$ cat config.mk
export PLATFORM = sky130hd
export DESIGN_NAME = block_energy_voice_activity
export DESIGN_NICKNAME = d
export VERILOG_FILES = /design/src/bevad_pkg.sv /design/src/block_energy_voice_activity.sv /design/src/bevad_front.sv /design/src/bevad_queue.sv /design/src/bevad_back.sv
export SDC_FILE = /design/constraint.sdc
export NUM_CORES = 2
export LEC_CHECK = 0
export BUFFER_PORTS_ARGS = -buffer_cell sky130_fd_sc_hd__buf_4
export CELL_PAD_IN_SITES_DETAIL_PLACEMENT = 1
export CELL_PAD_IN_SITES_GLOBAL_PLACEMENT = 1
export CORE_ASPECT_RATIO = 1.1
export CORE_MARGIN = 3
export CORE_UTILIZATION = 57
export CTS_BUF_LIST = sky130_fd_sc_hd__clkbuf_8
export DETAILED_ROUTE_END_ITERATION = 8
export HOLD_SLACK_MARGIN = 0.15
export MAX_ROUTING_LAYER = met4
export PLACE_DENSITY_LB_ADDON = 0.1
export SYNTH_ARGS = -nofsm -noshare
export SYNTH_HDL_FRONTEND = slang
export SYNTH_SLANG_ARGS = --single-unit
$ cat constraint.sdc
create_clock -name clock -period 13.75 [get_ports clock]
set_input_delay 2.0625 -clock clock [delete_from_list [all_inputs] [get_ports clock]]
set_output_delay 2.0625 -clock clock [all_outputs]
set_load 0.02 [all_outputs]
$ cat src/bevad_pkg.sv
`default_nettype none
package bevad_pkg;

   localparam int SAMPLE_BITS = 16;
   localparam int MAX_BLOCK   = 8192;
   localparam int MIN_RUN_RST = 10;
   localparam int THR_W       = 15;
   localparam int MIN_RUN_W   = 8;
   localparam int RUN_W       = 16;
   localparam int TOTAL_W     = 32;
   localparam int CSR_IDX_W   = 2;
   localparam int CSR_DATA_W  = 15;

   // square of a full-scale sample fits in one bit less than twice the sample width
   localparam int SQ_W    = 2 * SAMPLE_BITS - 1;
   localparam int CNT_W   = $clog2(MAX_BLOCK + 1);
   localparam int SUM_W   = SQ_W + CNT_W - 1;
   localparam int THR2_W  = 2 * THR_W;
   localparam int LIM_W   = THR2_W + CNT_W;

   localparam int Q_DEPTH = 4;
   localparam int Q_PTR_W = $clog2(Q_DEPTH);
   localparam int Q_CNT_W = $clog2(Q_DEPTH + 1);

   localparam logic [RUN_W-1:0] RUN_MAX = {RUN_W{1'b1}};

   typedef enum logic [CSR_IDX_W-1:0] {
      CSR_LOW_THR  = 2'd0,
      CSR_HIGH_THR = 2'd1,
      CSR_MIN_RUN  = 2'd2
   } csr_index_type;

   typedef enum logic {
      KIND_SAMPLE = 1'b0,
      KIND_CLEAR  = 1'b1
   } kind_type;

   typedef struct packed {
      logic                          kind;
      logic signed [SAMPLE_BITS-1:0] sample;
      logic                          block_end;
   } req_type;

   typedef struct packed {
      logic               speech_detected;
      logic               in_band;
      logic [TOTAL_W-1:0] in_band_blocks;
      logic [RUN_W-1:0]   run_length;
   } rsp_type;

   typedef struct packed {
      logic            kind;
      logic            block_end;
      logic [SQ_W-1:0] sq;
   } q_entry_type;

endpackage
`default_nettype wire

$ cat src/block_energy_voice_activity.sv
// Path from the item that ends a block to its result: front square register, queue,
//   accumulate, threshold square, two limit multiplies, decision.
// Throughput: one sample item per cycle while not stalled; a block end holds the back end
//   while the limits are multiplied out, and the 4-entry queue absorbs samples meanwhile.
// Reset: synchronous, active high; clears queue, accumulators, counters and flag, and
//   restores thresholds to zero and min_run to 10.
`default_nettype none
module block_energy_voice_activity (
   input  wire                             clock,
   input  wire                             reset,
   input  wire                             req_valid,
   output logic                            req_ready,
   input  bevad_pkg::req_type              req_data,
   output logic                            rsp_valid,
   input  wire                             rsp_ready,
   output bevad_pkg::rsp_type              rsp_data,
   input  wire                             csr_we,
   input  wire [bevad_pkg::CSR_IDX_W-1:0]  csr_index,
   input  wire [bevad_pkg::CSR_DATA_W-1:0] csr_wdata
);
   import bevad_pkg::*;

   logic        fq_valid, fq_ready;
   q_entry_type fq_data;
   logic        qb_valid, qb_ready;
   q_entry_type qb_data;

   bevad_front u_front (
      .clock     (clock),
      .reset     (reset),
      .req_valid (req_valid),
      .req_ready (req_ready),
      .req_data  (req_data),
      .q_valid   (fq_valid),
      .q_ready   (fq_ready),
      .q_data    (fq_data)
   );

   bevad_queue u_queue (
      .clock     (clock),
      .reset     (reset),
      .in_valid  (fq_valid),
      .in_ready  (fq_ready),
      .in_data   (fq_data),
      .out_valid (qb_valid),
      .out_ready (qb_ready),
      .out_data  (qb_data)
   );

   bevad_back u_back (
      .clock     (clock),
      .reset     (reset),
      .q_valid   (qb_valid),
      .q_ready   (qb_ready),
      .q_data    (qb_data),
      .csr_we    (csr_we),
      .csr_index (csr_index),
      .csr_wdata (csr_wdata),
      .rsp_valid (rsp_valid),
      .rsp_ready (rsp_ready),
      .rsp_data  (rsp_data)
   );

endmodule
`default_nettype wire

$ cat src/bevad_front.sv
`default_nettype none
module bevad_front (
   input  wire                  clock,
   input  wire                  reset,
   input  wire                  req_valid,
   output logic                 req_ready,
   input  bevad_pkg::req_type   req_data,
   output logic                 q_valid,
   input  wire                  q_ready,
   output bevad_pkg::q_entry_type q_data
);
   import bevad_pkg::*;

   logic                stage_valid_ff, stage_valid_in;
   q_entry_type         stage_ff, stage_in;
   logic signed [2*SAMPLE_BITS-1:0] prod;

   assign prod      = (2*SAMPLE_BITS)'(req_data.sample) * (2*SAMPLE_BITS)'(req_data.sample);
   assign req_ready = !stage_valid_ff || q_ready;

   always_comb begin
      stage_valid_in = stage_valid_ff;
      stage_in       = stage_ff;
      if (req_ready) begin
         stage_valid_in     = req_valid;
         stage_in.kind      = req_data.kind;
         stage_in.block_end = req_data.block_end;
         // product of a value with itself is never negative
         stage_in.sq        = prod[SQ_W-1:0];
      end
   end

   always_ff @(posedge clock) begin
      if (reset) begin
         stage_valid_ff <= 1'b0;
      end else begin
         stage_valid_ff <= stage_valid_in;
      end
      stage_ff <= stage_in;
   end

   assign q_valid = stage_valid_ff;
   assign q_data  = stage_ff;

endmodule
`default_nettype wire

$ cat src/bevad_queue.sv
`default_nettype none
module bevad_queue (
   input  wire                    clock,
   input  wire                    reset,
   input  wire                    in_valid,
   output logic                   in_ready,
   input  bevad_pkg::q_entry_type in_data,
   output logic                   out_valid,
   input  wire                    out_ready,
   output bevad_pkg::q_entry_type out_data
);
   import bevad_pkg::*;

   q_entry_type          mem_ff [Q_DEPTH];
   logic [Q_PTR_W-1:0]   wr_ptr_ff, wr_ptr_in;
   logic [Q_PTR_W-1:0]   rd_ptr_ff, rd_ptr_in;
   logic [Q_CNT_W-1:0]   count_ff, count_in;
   logic                 push, pop;

   assign in_ready  = count_ff != Q_CNT_W'(Q_DEPTH);
   assign out_valid = count_ff != '0;
   assign push      = in_valid && in_ready;
   assign pop       = out_valid && out_ready;
   assign out_data  = mem_ff[rd_ptr_ff];

   always_comb begin
      wr_ptr_in = wr_ptr_ff;
      rd_ptr_in = rd_ptr_ff;
      count_in  = count_ff;
      if (push) begin
         wr_ptr_in = wr_ptr_ff + 1'b1;
      end
      if (pop) begin
         rd_ptr_in = rd_ptr_ff + 1'b1;
      end
      if (push && !pop) begin
         count_in = count_ff + 1'b1;
      end else if (pop && !push) begin
         count_in = count_ff - 1'b1;
      end
   end

   always_ff @(posedge clock) begin
      if (reset) begin
         wr_ptr_ff <= '0;
         rd_ptr_ff <= '0;
         count_ff  <= '0;
      end else begin
         wr_ptr_ff <= wr_ptr_in;
         rd_ptr_ff <= rd_ptr_in;
         count_ff  <= count_in;
      end
      if (push) begin
         mem_ff[wr_ptr_ff] <= in_data;
      end
   end

endmodule
`default_nettype wire

$ cat src/bevad_back.sv
`default_nettype none
module bevad_back (
   input  wire                            clock,
   input  wire                            reset,
   input  wire                            q_valid,
   output logic                           q_ready,
   input  bevad_pkg::q_entry_type         q_data,
   input  wire                            csr_we,
   input  wire [bevad_pkg::CSR_IDX_W-1:0] csr_index,
   input  wire [bevad_pkg::CSR_DATA_W-1:0] csr_wdata,
   output logic                           rsp_valid,
   input  wire                            rsp_ready,
   output bevad_pkg::rsp_type             rsp_data
);
   import bevad_pkg::*;

   typedef enum logic [4:0] {
      S_RUN = 5'b00001,
      S_SQ  = 5'b00010,
      S_MLO = 5'b00100,
      S_MHI = 5'b01000,
      S_DEC = 5'b10000
   } state_type;

   state_type            state_ff, state_in;
   logic [SUM_W-1:0]     sum_ff, sum_in;
   logic [CNT_W-1:0]     cnt_ff, cnt_in;
   logic [RUN_W-1:0]     run_ff, run_in;
   logic                 flag_ff, flag_in;
   logic [TOTAL_W-1:0]   total_ff, total_in;
   logic [THR_W-1:0]     low_ff, low_in;
   logic [THR_W-1:0]     high_ff, high_in;
   logic [MIN_RUN_W-1:0] min_run_ff, min_run_in;
   logic [THR2_W-1:0]    lo2_ff, lo2_in;
   logic [THR2_W-1:0]    hi2_ff, hi2_in;
   logic [LIM_W-1:0]     lim_lo_ff, lim_lo_in;
   logic [LIM_W-1:0]     lim_hi_ff, lim_hi_in;
   logic                 rsp_valid_ff, rsp_valid_in;
   rsp_type              rsp_ff, rsp_in;

   logic                 band;
   logic [RUN_W-1:0]     run_next;
   logic                 out_free;
   logic [LIM_W-1:0]     sum_ext;

   assign q_ready  = state_ff == S_RUN;
   assign out_free = !rsp_valid_ff || rsp_ready;
   assign sum_ext  = LIM_W'(sum_ff);
   assign band     = (low_ff != '0) && (sum_ext > lim_lo_ff)
                     && ((high_ff == '0) || (sum_ext < lim_hi_ff));
   assign run_next = (run_ff == RUN_MAX) ? run_ff : run_ff + 1'b1;

   always_comb begin
      state_in     = state_ff;
      sum_in       = sum_ff;
      cnt_in       = cnt_ff;
      run_in       = run_ff;
      flag_in      = flag_ff;
      total_in     = total_ff;
      low_in       = low_ff;
      high_in      = high_ff;
      min_run_in   = min_run_ff;
      lo2_in       = lo2_ff;
      hi2_in       = hi2_ff;
      lim_lo_in    = lim_lo_ff;
      lim_hi_in    = lim_hi_ff;
      rsp_in       = rsp_ff;
      rsp_valid_in = rsp_valid_ff && !rsp_ready;

      unique case (state_ff)
         S_RUN: begin
            if (q_valid) begin
               if (q_data.kind == KIND_CLEAR) begin
                  flag_in = 1'b0;
                  run_in  = '0;
               end else begin
                  // hold the sum once the block is full; the end mark still ends the block
                  if (cnt_ff < CNT_W'(MAX_BLOCK)) begin
                     sum_in = sum_ff + SUM_W'(q_data.sq);
                     cnt_in = cnt_ff + 1'b1;
                  end
                  if (q_data.block_end) begin
                     state_in = S_SQ;
                  end
               end
            end
         end
         S_SQ: begin
            lo2_in   = THR2_W'({{THR_W{1'b0}}, low_ff} * {{THR_W{1'b0}}, low_ff});
            hi2_in   = THR2_W'({{THR_W{1'b0}}, high_ff} * {{THR_W{1'b0}}, high_ff});
            state_in = S_MLO;
         end
         S_MLO: begin
            lim_lo_in = LIM_W'({{CNT_W{1'b0}}, lo2_ff} * {{THR2_W{1'b0}}, cnt_ff});
            state_in  = S_MHI;
         end
         S_MHI: begin
            lim_hi_in = LIM_W'({{CNT_W{1'b0}}, hi2_ff} * {{THR2_W{1'b0}}, cnt_ff});
            state_in  = S_DEC;
         end
         S_DEC: begin
            // wait for the output register to drain
            if (out_free) begin
               rsp_in.speech_detected = flag_ff;
               rsp_in.in_band         = band;
               rsp_in.in_band_blocks  = total_ff;
               rsp_in.run_length      = run_ff;
               if (low_ff != '0) begin
                  if (band) begin
                     total_in = total_ff + 1'b1;
                     run_in   = run_next;
                     rsp_in.in_band_blocks = total_ff + 1'b1;
                     rsp_in.run_length     = run_next;
                     if (run_next >= RUN_W'(min_run_ff)) begin
                        flag_in = 1'b1;
                        rsp_in.speech_detected = 1'b1;
                     end
                  end else begin
                     run_in = '0;
                     rsp_in.run_length = '0;
                  end
               end
               rsp_valid_in = 1'b1;
               sum_in       = '0;
               cnt_in       = '0;
               state_in     = S_RUN;
            end
         end
         default: begin
            state_in = S_RUN;
         end
      endcase

      if (csr_we) begin
         case (csr_index)
            CSR_LOW_THR: begin
               low_in  = csr_wdata[THR_W-1:0];
               flag_in = 1'b0;
            end
            CSR_HIGH_THR: begin
               high_in = csr_wdata[THR_W-1:0];
               flag_in = 1'b0;
            end
            CSR_MIN_RUN: begin
               min_run_in = csr_wdata[MIN_RUN_W-1:0];
            end
            default: begin
            end
         endcase
      end
   end

   always_ff @(posedge clock) begin
      if (reset) begin
         state_ff     <= S_RUN;
         sum_ff       <= '0;
         cnt_ff       <= '0;
         run_ff       <= '0;
         flag_ff      <= 1'b0;
         total_ff     <= '0;
         low_ff       <= '0;
         high_ff      <= '0;
         min_run_ff   <= MIN_RUN_W'(MIN_RUN_RST);
         rsp_valid_ff <= 1'b0;
      end else begin
         state_ff     <= state_in;
         sum_ff       <= sum_in;
         cnt_ff       <= cnt_in;
         run_ff       <= run_in;
         flag_ff      <= flag_in;
         total_ff     <= total_in;
         low_ff       <= low_in;
         high_ff      <= high_in;
         min_run_ff   <= min_run_in;
         rsp_valid_ff <= rsp_valid_in;
      end
      lo2_ff    <= lo2_in;
      hi2_ff    <= hi2_in;
      lim_lo_ff <= lim_lo_in;
      lim_hi_ff <= lim_hi_in;
      rsp_ff    <= rsp_in;
   end

   assign rsp_valid = rsp_valid_ff;
   assign rsp_data  = rsp_ff;

endmodule
`default_nettype wire

# ---- Word level (Yosys, flattened, before mapping)
# Memory sizes are Yosys's and may differ from the RTL's. A register that Yosys moved wholly into a read port is not among the register bits.
# Index checks and enable logic that the tools add are counted.
dict set report classes {
  addsub 8
  n_mul 5
  div 0
  order_cmp 4
  eq_ne 16
  shift 0
  muxes 41
  bitwise_logic 0
  reduce_logical 30
}
# cell n
set op_table {}
lappend op_table {{44-bit two-way mux} 4}
lappend op_table {{16-bit two-way mux} 6}
lappend op_table {{30-bit by 14-bit multiplier with 44-bit output} 2}
lappend op_table {{44-bit one-hot mux with 2 select lines} 1}
lappend op_table {{15-bit by 15-bit multiplier with 30-bit output} 2}
lappend op_table {{14-bit two-way mux} 4}
lappend op_table {{48-bit two-way mux} 1}
lappend op_table {{44-bit by 31-bit adder with 44-bit output} 1}
lappend op_table {{44-bit greater-than comparator} 1}
lappend op_table {{44-bit less-than comparator} 1}
lappend op_table {{32-bit by 1-bit adder with 32-bit output (second input constant)} 1}
lappend op_table {{32-bit two-way mux} 1}
lappend op_table {{16-bit one-hot mux with 2 select lines} 1}
lappend op_table {{16-bit by 16-bit multiplier with 31-bit output} 1}
lappend op_table {{14-bit one-hot mux with 2 select lines} 1}
lappend op_table {{5-bit one-hot mux with 5 select lines} 1}
lappend op_table {{5-bit two-way mux} 4}
lappend op_table {{16-bit by 1-bit adder with 16-bit output (second input constant)} 1}
lappend op_table {{16-bit equality test (second input constant)} 1}
lappend op_table {{16-bit by 8-bit >= comparator with 1-bit output} 1}
lappend op_table {{15-bit logical NOT} 1}
lappend op_table {{15-bit nonzero test} 1}
lappend op_table {{14-bit by 1-bit adder with 14-bit output (second input constant)} 1}
lappend op_table {{14-bit less-than comparator (second input constant)} 1}
lappend op_table {{28 further kinds} 64}
dict set report totals {
  reg_bits 390
  latchBits 0
  mem_bits_rw 132
  rom_bits 0
  in_bits 40
  output_inout_bits 52
  elab_cells 130
  mem_count 1
}
# name depth word_bits rd rd_clocked_by_memory_dff wr line
set mem_list {}
lappend mem_list {u_queue.mem_ff 4 33 1 1 1 bevad_queue.sv:14} ;# q_entry_type mem_ff [Q_DEPTH];

# ---- Longest topological paths before layout
dict set report depth {
  word_depth 10
  mapped_depth 25
  depth_no_buf 24
}

# ---- Modules after synthesis
# Synthesis repeated with hierarchy kept, for this count alone.
dict set report unflattened {
  cells_unflattened 7250
  area_unflattened_um2 70383.8
}
# mod instances cells_per_inst area_per_inst_um2 seq_area_each_um2
set by_module_without_submodules {}
lappend by_module_without_submodules {bevad_back 1 5956 54971.5 8908.5}
lappend by_module_without_submodules {bevad_front 1 1073 10123.5 980.9}
lappend by_module_without_submodules {bevad_queue 1 221 5288.8 4144.0}

# ---- Worst setup path after synthesis
# OpenSTA, ideal clock, no wires.
dict set report synth_path {
  kind {input to register}
  from {in req_data[2] (netlist bit)}
  to {reg u_front.stage_ff (netlist bit u_front.q_data[29]) (data pin)}
  setup_time_ns 0.259
  arrival_ns 7.613
  t_required_ns 13.491
  setup_slack_ns 5.878
  cell_stages 22
  path_buffers 2
  cell_sequence {clkbuf_1 clkbuf_1 nand2_1 inv_1 fa_1 fa_1 fa_1 inv_1 fa_1 inv_1 fa_1 fa_1 ha_1 a21o_1 a21oi_1 nor2b_1 a311oi_2 o211ai_1 a21o_1 a21o_1 a31o_2 xor2_1}
}
dict set report synth_via {
  elab_chain_len 1
}
# element line
set synth_rtl {}
lappend synth_rtl {{from (decl)} block_energy_voice_activity.sv:13} ;# input bevad_pkg::req_type req_data,
lappend synth_rtl {{16-bit by 16-bit multiplier with 31-bit output} bevad_front.sv:18} ;# assign prod = (2*SAMPLE_BITS)'(req_data.sample) * (2*SAMPLE_BITS)'(req_data.sample);
lappend synth_rtl {{via u_front.prod[29]} bevad_front.sv:16} ;# logic signed [2*SAMPLE_BITS-1:0] prod;
lappend synth_rtl {{to (signal assigned)} bevad_front.sv:39} ;# stage_ff <= stage_in;
lappend synth_rtl {{to (decl)} bevad_front.sv:15} ;# q_entry_type stage_ff, stage_in;
# The timed path passes the listed nets, and every way through them passes these cells.
# A chain may end at the register's enable or synchronous reset.

# ---- Final worst setup path
dict set report layout_path {
  from {in req_data[16] (netlist bit)}
  to {reg u_front.stage_ff (netlist bit u_front.q_data[28]) (data pin)}
}
# The elaborated chain is that of the path after synthesis.

==> flow_summary.toml <==
[grt]
antenna_found_initial = 9
gr-total-overflow = 0
grt_max_degree = 104
grt_pass1_vias = 59200
grt_pass1_wl_mm = 327
grt_util_all_layers = 0.339

[critical_path]
regToRegSetupSlack_ns = 6.01
r2r-start = "u_back.cnt_ff[8]"
crit_type = "primary input to register"
reg2reg_to = "u_back.lim_lo_ff[42]"
ff2ff_path_depth = 21
required_ns = 14.25
crit_arrival_ns = 8.37
startpoint = "req_data[16]"
cp-endpoint = "u_front.q_data[28]"
cp-end-kind = "register"
crit_path_start_kind = "primary input"
worstPathMaxFanout = 17

[sta]
setup_violations = 0
tns_ns = 0
finalHoldViolations = 0
final_max_slew_viol_count = 0
setup_slack_ns = 5.88
rsz0062_at_grt = "no"
skew_ns = 0.0772
fmax_ghz = 0.127
worst_pin_slew_ns = 1.13
layout_min_cycle_time_ns = 7.87
slew_headroom = 0.247
timing.final.crit_share = 0.572

[synth]
syn_area_um2 = 70300
ys_types = 89
ys_seq_area_frac = 0.198
synthTopCellsByArea = "fa_1, edfxtp_1, ha_1, inv_1, and2_1"
avgSynthCellArea_um2 = 9.70
synth_warnings = 0
yosysMostFrequentCell = "inv_1"
synth_ff_type = "edfxtp_1"
ys_seq_elements = 517
async_flop_share = 0
synth_common_cells = "inv_1, fa_1, nand2_1, ha_1, and2_1"
synth_top_area_share = 0.332
yosysTopAreaCell = "fa_1"
synth_edf_count = 356
netlist_instances = 7245

[route]
vias = 51600
wl_per_cell_um = 23.0
ant_nets = 0
vias_per_cell = 5.79
route.detailed.drc = 0
wirelength_mm = 205
firstDrtPassIters = 5
drt_iter0_drc = 2735

[clock_tree]
cts_root_buf = "clkbuf_8"
cts_buffer_depth = 3
cts_num_sinks = 517
post_cts_buffers = 0
cts_tree = "done"
holdBufCountCts = 0
cts_buffers = 92
clk_pin_slew_ns = 0.07
ctsResizeCount = 0
htreeDepth = 3
clkLatencyLatePin_ns = 0.81

[place]
hpwl_mm = 158
io_buffer_count = 91
dp_slack_ns = 5.21
gp_congestion = 0.895

[outcome]
outcome = "complete, no violations"

[floorplan]
die_w_um = 341
coreArea_um2 = 122000
start_util = 0.577
die_area_um2 = 128000
num_io_pins = 92
die_y_um = 374
row_count = 134

[run]
drv_cap = 0

[final_layout]
multiInputGateArea_um2 = 49800
areaGrowthSynthToFinish_pct = 5.72
num-fill-cells = 13600
nets = 9013
final_core_utilization = 0.609
drive_above_1_share = 0.0528
seqCellArea_um2 = 13900

[pwr]
cellLeakagePower_nw = 36.5
ir_drop_v = 0.000234
p_per_area_nw_per_um2 = 134

[min_path]
hold_path.class = "register to register"
[sequential cells by signal, indices dropped and copies added (netlist names), 2 cells and up, named ones only]
| name | flops |
|---|---|
| u_queue.count_ff | 3 |
| u_back.high_ff | 15 |
| u_back.run_ff | 16 |
| u_front.q_data | 32 |
| u_back.lim_lo_ff | 44 |
| u_back.lim_hi_ff | 44 |
| u_back.rsp_data | 50 |
| u_queue.wr_ptr_ff | 2 |
| u_queue.mem_ff | 128 |
| u_back.total_ff | 32 |
| u_back.lo2_ff | 29 |
| u_back.min_run_ff | 8 |
| u_back.sum_ext | 44 |
| u_back.low_ff | 15 |
| u_back.hi2_ff | 29 |
| u_queue.rd_ptr_ff | 2 |
| u_back.state_ff | 5 |
| u_back.cnt_ff | 14 |
[per-stage QoR]
| stage | area, um2 | total power, mW | instances | hold slack [ns] |
|---|---|---|---|---|
| after floorplan | 70300 | 6.55 | 7261 | 0.457 |
| after global placement | 72400 | 7.77 | 8740 | 0.471 |
| after detailed placement | 72400 | 8.24 | 8740 | 0.490 |
| after CTS | 74300 | 9.92 | 8910 | 0.492 |
| after global routing | 74300 | 10.7 | 8913 | 0.522 |
| final | 74300 | 9.95 | 8914 | 0.492 |
[cells by family after synthesis]
group | synth area share
and+or+nand+nor | 0.148
buffers and inverters | 0.0955
adders and majority gates | 0.440
AOI/OAI and AO/OA | 0.0723
DFF | 0.198
xor gates and xnor gates | 0.0320
muxes | 0.0147
other | 0.0000534
[power breakdown]
part           switching, mW  internal, mW  total, mW
Clock                  0.762         0.774       1.54
Combinational           3.61          2.43       6.05
Sequential             0.256          2.10       2.36
Total                   4.63          5.31       9.95
[cell usage in the layout (no fill, tap or decap), types with 31 or more instances in the layout]
cell      Yosys  final
ha_1        607    607
or4_1        39     39
o21ai_0     129    128
xnor2_1     162    162
mux4_2       32     32
buf_4         2    140
clkbuf_8      0    102
nand2_1     823    823
fa_1       1164   1164
nand3_1      86     85
dfxtp_1     161    146
edfxtp_1    356    356
and3_1       31     31
xor2_1       95     95
o31ai_1      36     36
nor4_1       54     54
nor2_1      228    227
a21oi_1     255    255
nor2b_1      42     42
nand4_1      42     42
nor3_1       46     45
inv_1      1488   1503
and2_1      571    570
a21o_1      122    122
[critical path: stages]
cell	delay, ns
buf_4	0.17
inv_1	0.39
nor2_1	0.13
fa_1	0.67
inv_1	0.16
fa_1	0.52
inv_1	0.06
fa_1	0.48
fa_1	0.50
fa_1	0.49
inv_1	0.05
fa_1	0.51
inv_1	0.06
ha_1	0.33
nand2_1	0.12
nor2_1	0.09
nand3_1	0.12
o211ai_1	0.13
a41oi_1	0.39
o211ai_1	0.26
a311oi_1	0.49
o211ai_1	0.17
[layout make-up]
cell class              count  share of cell area
flip-flops and latches    517               0.188
diodes                      4            0.000135
inverters                1489              0.0752
multi-input cells        4962               0.670
repair buffers            140              0.0141
clock buffers             102              0.0189
clock inverters            68             0.00665
well taps                1632              0.0275
[metal layers]
metal  wire, um  vias up  share of wire  GRT usage
met5          0        -              0          -
met3       9910      463          0.048     0.0408
met1      81200    27000           0.40      0.407
met2     105000     1400           0.51      0.582
met4       8810        0          0.043      0.137
li1           -    22700              -          -
[worst min path at each step]
stage | from | to | cells past startpoint
final | u_front.q_data[27] | u_queue.mem_ff[1][27] | 0
after global routing | u_front.q_data[27] | u_queue.mem_ff[1][27] | 0
after CTS | u_front.q_data[27] | u_queue.mem_ff[1][27] | 0
after detailed placement | u_back.flag_ff | u_back.flag_ff | 2
after global placement | u_front.q_data[18] | u_queue.mem_ff[2][18] | 0
after floorplan | u_back.sum_ext[0] | u_back.sum_ext[0] | 2
No activity file was read; power rests on OpenSTA's default activity.
